File: config.mk
export PLATFORM = sky130hd
export DESIGN_NAME = block_link_resolver_core
export DESIGN_NICKNAME = d
export VERILOG_FILES = /design/src/rtl/core/blr_pkg.sv /design/src/rtl/core/block_link_resolver_core.sv /design/src/rtl/core/blr_stack_mem.sv
export SDC_FILE = /design/constraint.sdc
export NUM_CORES = 2
export LEC_CHECK = 0
export BUFFER_PORTS_ARGS = -buffer_cell sky130_fd_sc_hd__clkbuf_2
export CAP_MARGIN = 10
export CORE_MARGIN = 2
export CORE_UTILIZATION = 42
export CTS_CLUSTER_DIAMETER = 120
export CTS_CLUSTER_SIZE = 40
export DETAILED_ROUTE_END_ITERATION = 7
export GPL_ROUTABILITY_DRIVEN = 0
export SLEW_MARGIN = 20
export SYNTH_ARGS = -nofsm -noshare
export SYNTH_HDL_FRONTEND = slang
export SYNTH_SLANG_ARGS = --single-unit
File: constraint.sdc
create_clock -name clock -period 7.05 [get_ports clock]
set_input_delay 1.0575 -clock clock [delete_from_list [all_inputs] [get_ports clock]]
set_output_delay 1.0575 -clock clock [all_outputs]
set_load 0.02 [all_outputs]
File: src/rtl/core/blr_pkg.sv
// ----------------------------------------------------------------------------
// blr_pkg
// Shared codes for the block link resolver: token opcodes, stack entry kinds
// and result kinds.
// ----------------------------------------------------------------------------
package blr_pkg;

   localparam int OPC_W  = 4;
   localparam int KIND_W = 3;
   localparam int RES_W  = 3;

   // token opcodes
   localparam logic [OPC_W-1:0] OP_IF    = 4'd1;
   localparam logic [OPC_W-1:0] OP_DO    = 4'd5;
   localparam logic [OPC_W-1:0] OP_END   = 4'd6;
   localparam logic [OPC_W-1:0] OP_SKIP  = 4'd7;
   localparam logic [OPC_W-1:0] OP_LEAVE = 4'd8;

   // kinds held in a stack entry (low bits of the pushing opcode)
   localparam logic [KIND_W-1:0] KIND_IF    = 3'd1;
   localparam logic [KIND_W-1:0] KIND_ELSE  = 3'd3;
   localparam logic [KIND_W-1:0] KIND_WHILE = 3'd4;
   localparam logic [KIND_W-1:0] KIND_DO    = 3'd5;

   // result kinds
   localparam logic [RES_W-1:0] RES_LINK     = 3'd0;
   localparam logic [RES_W-1:0] RES_OK       = 3'd1;
   localparam logic [RES_W-1:0] RES_UNCLOSED = 3'd2;
   localparam logic [RES_W-1:0] RES_UNDER    = 3'd3;
   localparam logic [RES_W-1:0] RES_PAIR     = 3'd4;
   localparam logic [RES_W-1:0] RES_TOOMANY  = 3'd5;

endpackage

File: src/rtl/core/block_link_resolver_core.sv
// ----------------------------------------------------------------------------
// block_link_resolver_core
// Resolves block links for a stream of classified tokens using a bounded
// stack of open blocks.
// ----------------------------------------------------------------------------
// Usage:
//   Requests arrive on req_* (req_opcode, req_last_token), one token each,
//   taken when req_valid is high and req_stall is low. Tokens are numbered
//   from 0 in arrival order. Results leave on rsp_* one per cycle while
//   rsp_stall is low: link writes, one error, or the closing status on the last
//   token. rsp_last marks the final result of a request.
//   Timing: a request that causes no result and pushes or leaves the stack
//   alone leaves req_stall low. Each result waits in the result queue; an
//   end token that pops also reloads the two cached top entries from the
//   stack memory through its two read ports, overlapped with the queue.
//   The first result passes through the result queue and then the output
//   register before it shows on rsp_*; a status that waits on a refill
//   enters the queue only once the refill is done.
//   The top two stack entries live in registers; the memory read is
//   registered, so a pop is followed by a refill of both.
//   Reset clears count, positions and error state; the stack memory is not
//   cleared since only entries below the count are ever used.
//   A stalled rsp_* holds its result; results behind it wait in the queue
//   and req_stall stays high until the queue has drained.
// ----------------------------------------------------------------------------
module block_link_resolver_core #(
   parameter int STACK_DEPTH   = 64,
   parameter int POSITION_BITS = 16
) (
   input  logic                       clock,
   input  logic                       reset,
   input  logic                       req_valid,
   output logic                       req_stall,
   input  logic [blr_pkg::OPC_W-1:0]  req_opcode,
   input  logic                       req_last_token,
   output logic                       rsp_valid,
   input  logic                       rsp_stall,
   output logic [blr_pkg::RES_W-1:0]  rsp_result_kind,
   output logic [POSITION_BITS-1:0]   rsp_link_at,
   output logic [POSITION_BITS:0]     rsp_link_to,
   output logic                       rsp_last
);

   import blr_pkg::*;

   localparam int AW = $clog2(STACK_DEPTH);
   localparam int CW = AW + 1;
   localparam int PB = POSITION_BITS;
   localparam int EW = PB + KIND_W;
   localparam int SW = RES_W + PB + PB + 1 + 1;
   localparam logic [CW-1:0] DEPTH_C   = CW'(STACK_DEPTH);
   localparam logic [PB:0]   POS_LIMIT = {1'b1, {PB{1'b0}}};

   function automatic logic [SW-1:0] mk_slot(input logic [RES_W-1:0] kind,
                                             input logic [PB-1:0] at,
                                             input logic [PB:0] to);
      mk_slot = {kind, at, to, 1'b0};
   endfunction

   // architectural state
   logic [CW-1:0]    cnt_ff, cnt_in;
   logic [EW-1:0]    t0_ff, t0_in;
   logic [EW-1:0]    t1_ff, t1_in;
   logic [PB:0]      pos_ff, pos_in;
   logic [PB-1:0]    proc_ff, proc_in;
   logic             err_ff, err_in;
   // refill and deferred status
   logic             fill_ff, fill_in;
   logic             stat_ff, stat_in;
   logic             stat_ok_ff, stat_ok_in;
   // result queue and output register
   logic [SW-1:0]    pend_ff [3];
   logic [SW-1:0]    pend_in [3];
   logic [1:0]       pend_cnt_ff, pend_cnt_in;
   logic             rsp_valid_ff, rsp_valid_in;
   logic [SW-1:0]    rsp_slot_ff, rsp_slot_in;

   // memory ports
   logic             wr_en;
   logic [AW-1:0]    wr_addr;
   logic [EW-1:0]    wr_data;
   logic [AW-1:0]    rd_addr0;
   logic [AW-1:0]    rd_addr1;
   logic [EW-1:0]    rd_data0;
   logic [EW-1:0]    rd_data1;

   // token decode
   logic             accept;
   logic             drain;
   logic [1:0]       ex_n;
   logic [SW-1:0]    ex_r0;
   logic [SW-1:0]    ex_r1;
   logic             ex_err;
   logic             ex_pop;
   logic             ex_push;
   logic             ex_skip;
   logic             ex_stat;
   logic [CW-1:0]    ex_cnt;
   logic [CW-1:0]    cnt_m1;
   logic [CW-1:0]    cnt_m2;
   logic [SW-1:0]    stat_now;
   logic [SW-1:0]    stat_late;
   logic [SW-1:0]    last_bit;

   logic [PB-1:0]     pos_lo;
   logic [PB:0]       pos_p1;
   logic [PB-1:0]     t0_pos;
   logic [PB-1:0]     t1_pos;
   logic [KIND_W-1:0] t0_kind;
   logic [KIND_W-1:0] t1_kind;

   blr_stack_mem #(
      .DEPTH (STACK_DEPTH),
      .WIDTH (EW)
   ) u_stack (
      .clock    (clock),
      .wr_en    (wr_en),
      .wr_addr  (wr_addr),
      .wr_data  (wr_data),
      .rd_addr0 (rd_addr0),
      .rd_addr1 (rd_addr1),
      .rd_data0 (rd_data0),
      .rd_data1 (rd_data1)
   );

   assign req_stall = fill_ff | (pend_cnt_ff != 2'd0);
   assign accept    = req_valid & ~req_stall;
   assign drain     = (pend_cnt_ff != 2'd0) & (~rsp_valid_ff | ~rsp_stall);

   assign pos_lo  = pos_ff[PB-1:0];
   assign pos_p1  = pos_ff + (PB+1)'(1);
   assign t0_pos  = t0_ff[EW-1:KIND_W];
   assign t1_pos  = t1_ff[EW-1:KIND_W];
   assign t0_kind = t0_ff[KIND_W-1:0];
   assign t1_kind = t1_ff[KIND_W-1:0];

   assign wr_addr  = cnt_ff[AW-1:0];
   assign wr_data  = {pos_lo, req_opcode[KIND_W-1:0]};
   assign cnt_m1   = ex_cnt - CW'(1);
   assign cnt_m2   = ex_cnt - CW'(2);
   assign rd_addr0 = cnt_m1[AW-1:0];
   assign rd_addr1 = cnt_m2[AW-1:0];
   assign last_bit = {{(SW-1){1'b0}}, 1'b1};

   // decode one token against the cached top entries
   always_comb begin
      ex_n    = 2'd0;
      ex_r0   = '0;
      ex_r1   = '0;
      ex_err  = 1'b0;
      ex_pop  = 1'b0;
      ex_push = 1'b0;
      ex_skip = 1'b0;
      ex_cnt  = cnt_ff;
      if (!err_ff) begin
         if (pos_ff == POS_LIMIT) begin
            ex_err = 1'b1;
            ex_n   = 2'd1;
            ex_r0  = mk_slot(RES_TOOMANY, {PB{1'b1}}, '0);
         end else if (req_opcode == OP_SKIP) begin
            ex_skip = 1'b1;
         end else if (req_opcode == OP_LEAVE) begin
            ex_n  = 2'd1;
            ex_r0 = mk_slot(RES_LINK, proc_ff, pos_ff);
         end else if (req_opcode >= OP_IF && req_opcode <= OP_DO) begin
            if (cnt_ff >= DEPTH_C) begin
               ex_err = 1'b1;
               ex_n   = 2'd1;
               ex_r0  = mk_slot(RES_PAIR, pos_lo, '0);
            end else begin
               ex_push = 1'b1;
               ex_cnt  = cnt_ff + CW'(1);
            end
         end else if (req_opcode == OP_END) begin
            if (cnt_ff == '0) begin
               ex_err = 1'b1;
               ex_n   = 2'd1;
               ex_r0  = mk_slot(RES_UNDER, pos_lo, '0);
            end else begin
               case (t0_kind)
                  KIND_DO: begin
                     if (cnt_ff < CW'(2)) begin
                        ex_err = 1'b1;
                        ex_n   = 2'd1;
                        ex_r0  = mk_slot(RES_UNDER, pos_lo, '0);
                     end else if (t1_kind == KIND_IF) begin
                        ex_n   = 2'd1;
                        ex_r0  = mk_slot(RES_LINK, t0_pos, pos_ff);
                        ex_pop = 1'b1;
                        ex_cnt = cnt_ff - CW'(2);
                     end else if (t1_kind == KIND_WHILE) begin
                        ex_n   = 2'd2;
                        ex_r0  = mk_slot(RES_LINK, pos_lo, {1'b0, t1_pos} + (PB+1)'(1));
                        ex_r1  = mk_slot(RES_LINK, t0_pos, pos_p1);
                        ex_pop = 1'b1;
                        ex_cnt = cnt_ff - CW'(2);
                     end else begin
                        ex_err = 1'b1;
                        ex_n   = 2'd1;
                        ex_r0  = mk_slot(RES_PAIR, pos_lo, '0);
                     end
                  end
                  KIND_ELSE: begin
                     if (cnt_ff < CW'(3)) begin
                        ex_err = 1'b1;
                        ex_n   = 2'd1;
                        ex_r0  = mk_slot(RES_UNDER, pos_lo, '0);
                     end else begin
                        // else -> end+1, do -> else+1, drop the if entry
                        ex_n   = 2'd2;
                        ex_r0  = mk_slot(RES_LINK, t0_pos, pos_p1);
                        ex_r1  = mk_slot(RES_LINK, t1_pos, {1'b0, t0_pos} + (PB+1)'(1));
                        ex_pop = 1'b1;
                        ex_cnt = cnt_ff - CW'(3);
                     end
                  end
                  default: begin
                     ex_pop = 1'b1;
                     ex_cnt = cnt_ff - CW'(1);
                  end
               endcase
            end
         end
      end
   end

   assign ex_stat = req_last_token & ~err_ff & ~ex_err;

   // status when the top is already known, and status after a refill
   always_comb begin
      if (ex_cnt == '0) begin
         stat_now = mk_slot(RES_OK, '0, '0) | last_bit;
      end else if (ex_push) begin
         stat_now = mk_slot(RES_UNCLOSED, pos_lo, '0) | last_bit;
      end else begin
         stat_now = mk_slot(RES_UNCLOSED, t0_pos, '0) | last_bit;
      end
      if (stat_ok_ff) begin
         stat_late = mk_slot(RES_OK, '0, '0) | last_bit;
      end else begin
         stat_late = mk_slot(RES_UNCLOSED, rd_data0[EW-1:KIND_W], '0) | last_bit;
      end
   end

   always_comb begin
      cnt_in       = cnt_ff;
      t0_in        = t0_ff;
      t1_in        = t1_ff;
      pos_in       = pos_ff;
      proc_in      = proc_ff;
      err_in       = err_ff;
      fill_in      = 1'b0;
      stat_in      = stat_ff;
      stat_ok_in   = stat_ok_ff;
      pend_in      = pend_ff;
      pend_cnt_in  = pend_cnt_ff;
      rsp_valid_in = rsp_valid_ff;
      rsp_slot_in  = rsp_slot_ff;
      wr_en        = 1'b0;

      // advance the output register
      if (!rsp_valid_ff || !rsp_stall) begin
         rsp_valid_in = pend_cnt_ff != 2'd0;
         rsp_slot_in  = pend_ff[0];
      end
      if (drain) begin
         pend_in[0]  = pend_ff[1];
         pend_in[1]  = pend_ff[2];
         pend_cnt_in = pend_cnt_ff - 2'd1;
      end

      // reload the cached top entries after a pop
      if (fill_ff) begin
         t0_in   = rd_data0;
         t1_in   = rd_data1;
         stat_in = 1'b0;
         if (stat_ff) begin
            case (pend_cnt_in)
               2'd0:    pend_in[0] = stat_late;
               2'd1:    pend_in[1] = stat_late;
               default: pend_in[2] = stat_late;
            endcase
            pend_cnt_in = pend_cnt_in + 2'd1;
         end
      end

      if (accept) begin
         // queue is empty here: fill it from the front
         case (ex_n)
            2'd0: begin
               pend_in[0]  = stat_now;
               pend_cnt_in = (ex_stat && !ex_pop) ? 2'd1 : 2'd0;
            end
            2'd1: begin
               pend_in[0]  = ex_r0 | (ex_stat ? '0 : last_bit);
               pend_in[1]  = stat_now;
               pend_cnt_in = (ex_stat && !ex_pop) ? 2'd2 : 2'd1;
            end
            default: begin
               pend_in[0]  = ex_r0;
               pend_in[1]  = ex_r1 | (ex_stat ? '0 : last_bit);
               pend_in[2]  = stat_now;
               pend_cnt_in = (ex_stat && !ex_pop) ? 2'd3 : 2'd2;
            end
         endcase

         if (ex_push) begin
            wr_en = 1'b1;
            t1_in = t0_ff;
            t0_in = wr_data;
         end
         if (ex_err) begin
            err_in = 1'b1;
         end
         if (ex_skip) begin
            proc_in = pos_lo;
         end
         cnt_in     = ex_cnt;
         fill_in    = ex_pop;
         stat_in    = ex_stat & ex_pop;
         stat_ok_in = ex_cnt == '0;
         pos_in     = (pos_ff == POS_LIMIT) ? pos_ff : pos_p1;

         // end of program: clear count, positions and error state
         if (req_last_token) begin
            cnt_in  = '0;
            pos_in  = '0;
            proc_in = '0;
            err_in  = 1'b0;
         end
      end
   end

   always_ff @(posedge clock) begin
      if (reset) begin
         cnt_ff       <= '0;
         pos_ff       <= '0;
         proc_ff      <= '0;
         err_ff       <= 1'b0;
         fill_ff      <= 1'b0;
         stat_ff      <= 1'b0;
         pend_cnt_ff  <= 2'd0;
         rsp_valid_ff <= 1'b0;
      end else begin
         cnt_ff       <= cnt_in;
         pos_ff       <= pos_in;
         proc_ff      <= proc_in;
         err_ff       <= err_in;
         fill_ff      <= fill_in;
         stat_ff      <= stat_in;
         pend_cnt_ff  <= pend_cnt_in;
         rsp_valid_ff <= rsp_valid_in;
      end
   end

   always_ff @(posedge clock) begin
      t0_ff       <= t0_in;
      t1_ff       <= t1_in;
      stat_ok_ff  <= stat_ok_in;
      pend_ff     <= pend_in;
      rsp_slot_ff <= rsp_slot_in;
   end

   assign rsp_valid       = rsp_valid_ff;
   assign rsp_result_kind = rsp_slot_ff[SW-1 -: RES_W];
   assign rsp_link_at     = rsp_slot_ff[2*PB+1 -: PB];
   assign rsp_link_to     = rsp_slot_ff[PB+1 -: PB+1];
   assign rsp_last        = rsp_slot_ff[0];

endmodule

File: src/rtl/core/blr_stack_mem.sv
// ----------------------------------------------------------------------------
// blr_stack_mem
// Block stack storage: one write port, two read ports, registered read data.
// ----------------------------------------------------------------------------
module blr_stack_mem #(
   parameter int DEPTH = 64,
   parameter int WIDTH = 19
) (
   input  logic                     clock,
   input  logic                     wr_en,
   input  logic [$clog2(DEPTH)-1:0] wr_addr,
   input  logic [WIDTH-1:0]         wr_data,
   input  logic [$clog2(DEPTH)-1:0] rd_addr0,
   input  logic [$clog2(DEPTH)-1:0] rd_addr1,
   output logic [WIDTH-1:0]         rd_data0,
   output logic [WIDTH-1:0]         rd_data1
);

   logic [WIDTH-1:0] stack_ram_ff [DEPTH];
   logic [WIDTH-1:0] rd_data0_ff;
   logic [WIDTH-1:0] rd_data1_ff;

   always_ff @(posedge clock) begin
      if (wr_en) begin
         stack_ram_ff[wr_addr] <= wr_data;
      end
      rd_data0_ff <= stack_ram_ff[rd_addr0];
      rd_data1_ff <= stack_ram_ff[rd_addr1];
   end

   assign rd_data0 = rd_data0_ff;
   assign rd_data1 = rd_data1_ff;

endmodule
-- Word-level counts from Yosys, hierarchy flattened
Memories as Yosys holds them, arrays and structs flattened. A register that Yosys moved wholly into a read port is not among the register bits.
Cells that the tools add are included.
- memory bits (writable): 1216
- word-level logic and storage cells: 204
- output and inout bits: 39
- input bits: 9
- memories kept: 1
- register bits after elaboration: 233
- memories (name ; depth ; bits a word ; read ports ; clocked after memory_dff ; write ports ; RTL line ; text):
    u_stack.stack_ram_ff ; 64 ; 19 ; 2 ; 2 ; 1 ; blr_stack_mem.sv:19 ; logic [WIDTH-1:0] stack_ram_ff [DEPTH];
- $add $sub $neg: 11
- reductions and logical operators: 20
- order comparisons: 5
- multiplexer cells: 126
- bitwise gates (word level): 15
- equal/unequal tests: 11
- operators with widths (kind ; count):
    $mux 37 ; 16
    $mux 34 ; 11
    $mux 111 ; 3
    $pmux 37 s2 ; 3
    $mux 19 ; 6
    $mux 36 ; 3
    $mux 7 ; 13
    $mux 74 ; 1
    $pmux 34 s2 ; 1
    $mux 1 ; 44
    $or 37x1->37 ; 1
    $or 37x37->37 ; 1
    $add 16x1->17 const B ; 2
    $mux 17 ; 2
    $mux 16 ; 2
    $mux 2 ; 16
    $add 17x1->17 const B ; 1
    $eq 17x17->1 const B ; 1
    $logic_not 7->1 ; 2
    $lt 7x2->1 const B ; 2
    $pmux 7 s2 ; 1
    $sub 7x2->7 const B ; 2
    $eq 4x3->1 const B ; 2
    $pmux 2 s2 ; 2
    26 further kinds ; 50

-- Logic depth before layout (Yosys ltp)
- depth after elaboration: 18
- depth in mapped cells: 24
- depth with buffers taken out: 15

-- Cells and area by module
From an unflattened synthesis, not the netlist that was laid out.
- cell total of the unflattened synthesis: 4642
- area total of the unflattened synthesis: 70751.6 um^2
- by module, submodules not included (module ; area an instance (um^2) ; cells each ; sequential area each (um^2) ; instances):
    blr_stack_mem ; 57705.3 ; 3073 ; 37275.8 ; 1
    block_link_resolver_core ; 13046.3 ; 1569 ; 5044.8 ; 1

-- Worst setup path after synthesis
OpenSTA, ideal clock, no wires.
- path kind: register to register
- from: register pos_ff[0]
- to: register u_stack.rd_data0_ff[7], in the netlist u_stack.rd_data0[7], read port of u_stack.stack_ram_ff
- library setup time: 127 ps
- period minus slack after synthesis: 6235 ps
- data arrival time: 6108 ps
- slack: 815 ps
- stages on the path, launching flop included: 24
- buffers on the path: 10
- data required time: 6923 ps
- cell sequence: dfxtp_1 > clkbuf_1 > inv_1 > ha_1 > nor4b_1 > nand4_1 > clkbuf_1 > nand2_1 > a211oi_1 > nor3_1 > buf_2 > buf_4 > buf_2 > buf_4 > buf_2 > ha_1 > clkbuf_1 > clkbuf_1 > clkbuf_1 > mux4_2 > nand2_1 > nand4_1 > o21ai_0 > nor4_1
- longest elaborated chain between the ends: 4
- RTL lines (element ; RTL line ; text):
    from (decl) ; block_link_resolver_core.sv:64 ; logic [PB:0] pos_ff, pos_in;
    from (signal assigned) ; block_link_resolver_core.sv:346 ; pos_ff <= pos_in;
    $eq 17x17->1 ; block_link_resolver_core.sv:156 ; if (pos_ff == POS_LIMIT) begin
    $mux 7 ; block_link_resolver_core.sv:156 ;
    $mux 7 ; block_link_resolver_core.sv:155 ; if (!err_ff) begin
    $sub 6x1->6 ; block_link_resolver_core.sv:139 ; assign cnt_m1 = ex_cnt - CW'(1);
    to (decl) ; blr_stack_mem.sv:20 ; logic [WIDTH-1:0] rd_data0_ff;
No other way between the ends.
A chain may end at the register's enable or synchronous reset.

-- Worst setup path after layout
- from: register cnt_ff[2]
- to: register u_stack.rd_data0_ff[16], in the netlist u_stack.rd_data0[16], read port of u_stack.stack_ram_ff
- longest elaborated chain between the ends: 13
- elaborated cells on any way between the ends: 22
- those cells by class: add/sub (5); order compare (3); mux (13); reduce/logical (1)
- RTL lines (element ; RTL line ; text):
    from (decl) ; block_link_resolver_core.sv:61 ; logic [CW-1:0] cnt_ff, cnt_in;
    from (signal assigned) ; block_link_resolver_core.sv:345 ; cnt_ff <= cnt_in;
    $sub 7x2->7 ; block_link_resolver_core.sv:190, block_link_resolver_core.sv:196 ;
    $mux 7 ; block_link_resolver_core.sv:191 ; end else if (t1_kind == KIND_WHILE) begin
    $mux 7 ; block_link_resolver_core.sv:186 ; end else if (t1_kind == KIND_IF) begin
    $mux 7 ; block_link_resolver_core.sv:182 ; if (cnt_ff < CW'(2)) begin
    $pmux 7 s2 ; block_link_resolver_core.sv:180 ; case (t0_kind)
    $mux 7 ; block_link_resolver_core.sv:175 ; if (cnt_ff == '0) begin
    $mux 7 ; block_link_resolver_core.sv:174 ; end else if (req_opcode == OP_END) begin
    $mux 7 ; block_link_resolver_core.sv:165 ; end else if (req_opcode >= OP_IF && req_opcode <= OP_DO) begin
    $mux 7 ; block_link_resolver_core.sv:162 ; end else if (req_opcode == OP_LEAVE) begin
    $mux 7 ; block_link_resolver_core.sv:160 ; end else if (req_opcode == OP_SKIP) begin
    $mux 7 ; block_link_resolver_core.sv:156 ;
    $mux 7 * ; block_link_resolver_core.sv:155 ;
    $sub 6x1->6 * ; block_link_resolver_core.sv:139 ;
Mark *: on every way between the ends. The rest lies on a longest branch, timed or not.

==> run metrics <==
outcome finished clean; Synth Flop Type edfxtp_1; Ports 48; worst min-delay path class reg2reg; Clock Tree Root clkbuf_16; Clk pwr share 17.8%; CTS Sinks 1487; GRT overflow 0; post-CTS sizing 0; vias in the first global route 41428; Routed WL 233000 um; RSZ-0062 raised after global routing no; Routed WL per cell 35.6 um; CTS tree yes; Worst Tran Pin Value 1210 ps; CP Capture Type flip-flop; routed vias 44015; CTS H-tree depth 2; Worst EP arrival 7160 ps; Syn Area/Cell 16.1 um2; die area 0.170 mm2; sequential share of the synthesized area 60.4%; Cell Area, Synth 0.0701 mm2; CP cell instances inv_1 > ha_1 > or3b_1 > o2111ai_2 > o211ai_1 > o2111ai_1 > nand2_1 > inv_1 > ha_1 > nand3_1 > o21ai_0 > nand3b_1 > buf_4 > nor4_1 > nor4_1 > buf_4; CP max stage cell nor4_1; Hold Vio Cnt, Final 0; post-synth top area share 53.8%; Reg clk slew, reported paths 150 ps; Row Count 149; synthesis-to-layout area growth 7.35%; design area 0.0752 mm2; max-slew violations 0; syn nets ~4400; Synth top cells by count edfxtp_1, mux4_2, mux2i_1; top cells by area, synth edfxtp_1, mux4_2, dfxtp_1, mux2i_1, nand2_1; crit-path leading delay family simple AND/OR/NAND/NOR gates; Worst Clk Skew 83.5 ps; CP Class reg2reg; Initial Util 42.4%; Crit Path Max Fanout 15; final setup fails 0; PD cells between 200 and 300 mW/mm2; largest net degree at the start of global routing 107; GRT Util Overall 27.0%; Net Sw Frac 36.1%; First-pass DRT Iterations 8; most instantiated library cell after synthesis edfxtp_1; CP peak stage delay roughly 1000 ps; maximum root-to-sink buffer count 3; slew margin rel. 18.7%; Die Height 412 um; CTS Hold Bufs 0; post-route ant nets 0; Tcrit/Tclk final 92.3%; Num CTS Buffers 44; Buffers on Ports 47; fin crit period 6510 ps; Nets ~4300; fmax around 150 MHz; DRT iter0 DRCs 7373; die width 412 um; #FFs+latches synth 1487; post-route insts no fill roughly 6500; Sequential Power Share 46.7%; Worst setup SP type flip-flop; Power Total between 20 and 25 mW; Post-synth EDFFs 1254; Switch Pwr 8.02 mW; post-layout util a little under half; post-CTS setup buffers 0; placed cell areas 0.0738 mm2; Netlist cell types 82; leakage 25.1 nW; Int Pwr 14.2 mW; cell count after synthesis 4360; initial antenna violation count 23; Via density between 6 and 7; # DRC 0; Combinational Power Share approximately 36%; Clock Latency Late Sink 750 ps; CP Buf/Inv Count 4; # Max-Cap Violations 0; layout cells sized above 1 24.5%; Critical Path RT 7700 ps; VDD IR max 0.000222 V; Yosys warning total 0; DPL Wire Length between 150000 and 200000 um; first-pass GRT wire length 325000 um; Async S/R FF share, synth 0%; placed insts 6457; setup_tns 0 ps; Core Area 0.165 mm2; Synth area leader edfxtp_1
## final cells by class
cell class | count | area (um2)
Clock inverter | 8 | 97.6
Antenna cell | 6 | 15.0
Timing Repair Buffer | 276 | 2200
Fill cell | 14205 | 90200
Clock buffer | 74 | 1300
Multi-Input combinational cell | 2482 | 26400
Inverter | 23 | 86.3
Tap cell | 2189 | 2740
Sequential cell | 1487 | 42300
## path summary, 6_finish.rpt
check                    startpoint                           end  slack [ps]  cells after the start
min reg2reg     pend_ff[84]$_DFF_P_     rsp_slot_ff[10]$_DFFE_PN_         450                      0
min             pend_ff[84]$_DFF_P_     rsp_slot_ff[10]$_DFFE_PN_         450                      0
max reg2reg  cnt_ff[2]$_SDFFE_PP0P_  u_stack.rd_data0[16]$_DFF_P_         540                     16
max          cnt_ff[2]$_SDFFE_PP0P_  u_stack.rd_data0[16]$_DFF_P_         540                     16
## per-stage QoR
step	setup slack (ps)	hold slack, ps
after floorplan	815	401
after global placement	467	415
after detailed placement	465	417
after CTS	753	451
after global routing	381	456
final	544	451
## layout by cell type (no fill, tap or decap), types with 96 or more instances in the layout
cell type	n
edfxtp_1	1254
mux4_2	608
mux2i_1	333
nand2_1	291
dfxtp_1	215
buf_4	209
o22ai_1	137
o21ai_0	133
nor2_1	130
and3_1	96
## per-layer routing
layer | track usage, % | wire length, um
met1 | 36.4 | 87700
met2 | 41.9 | 107000
met3 | 5.74 | 24600
met4 | 13.1 | 13500
met5 | 0 | 142
## sequential cells by signal, indices dropped and copies added, names as in the netlist
register / cells
cnt_ff: 7
err_ff: 1
fill_ff: 1
pend_cnt_ff: 2
pend_ff: 111
pos_ff: 17
proc_ff: 16
rsp_slot_ff: 37
rsp_valid: 1
stat_ff: 1
stat_ok_ff: 1
t0_ff: 19
t1_ff: 19
u_stack.rd_data0: 19
u_stack.rd_data1: 19
u_stack.stack_ram_ff: 1216
## cell families (layout without fill, tap and decap cells)
family                   Yosys count  after routing  synth area share [%]
AO/OA/AOI/OAI                    618            618                  5.95
XOR/XNOR                          57             57                 0.723
adder cells (fa/ha/maj)           17             17                 0.304
buffers and inverters            391            381                  2.40
flip-flops                      1487           1487                  60.4
multiplexers                     944            944                  24.4
other                              0              6                     0
AND/OR/NAND/NOR                  846            846                  5.86
## power by group through the flow
stage	combinational, mW	sequential (mW)	clock, mW
6_report	7.89	10.4	3.96
5_1_grt	8.14	10.4	4.25
4_1_cts	7.75	10.3	4.02
2_1_floorplan	4.63	10.2	0
3_3_place_gp	7.72	10.5	0
3_5_place_dp	7.72	10.5	0
Power figures use the tool's default switching activity.
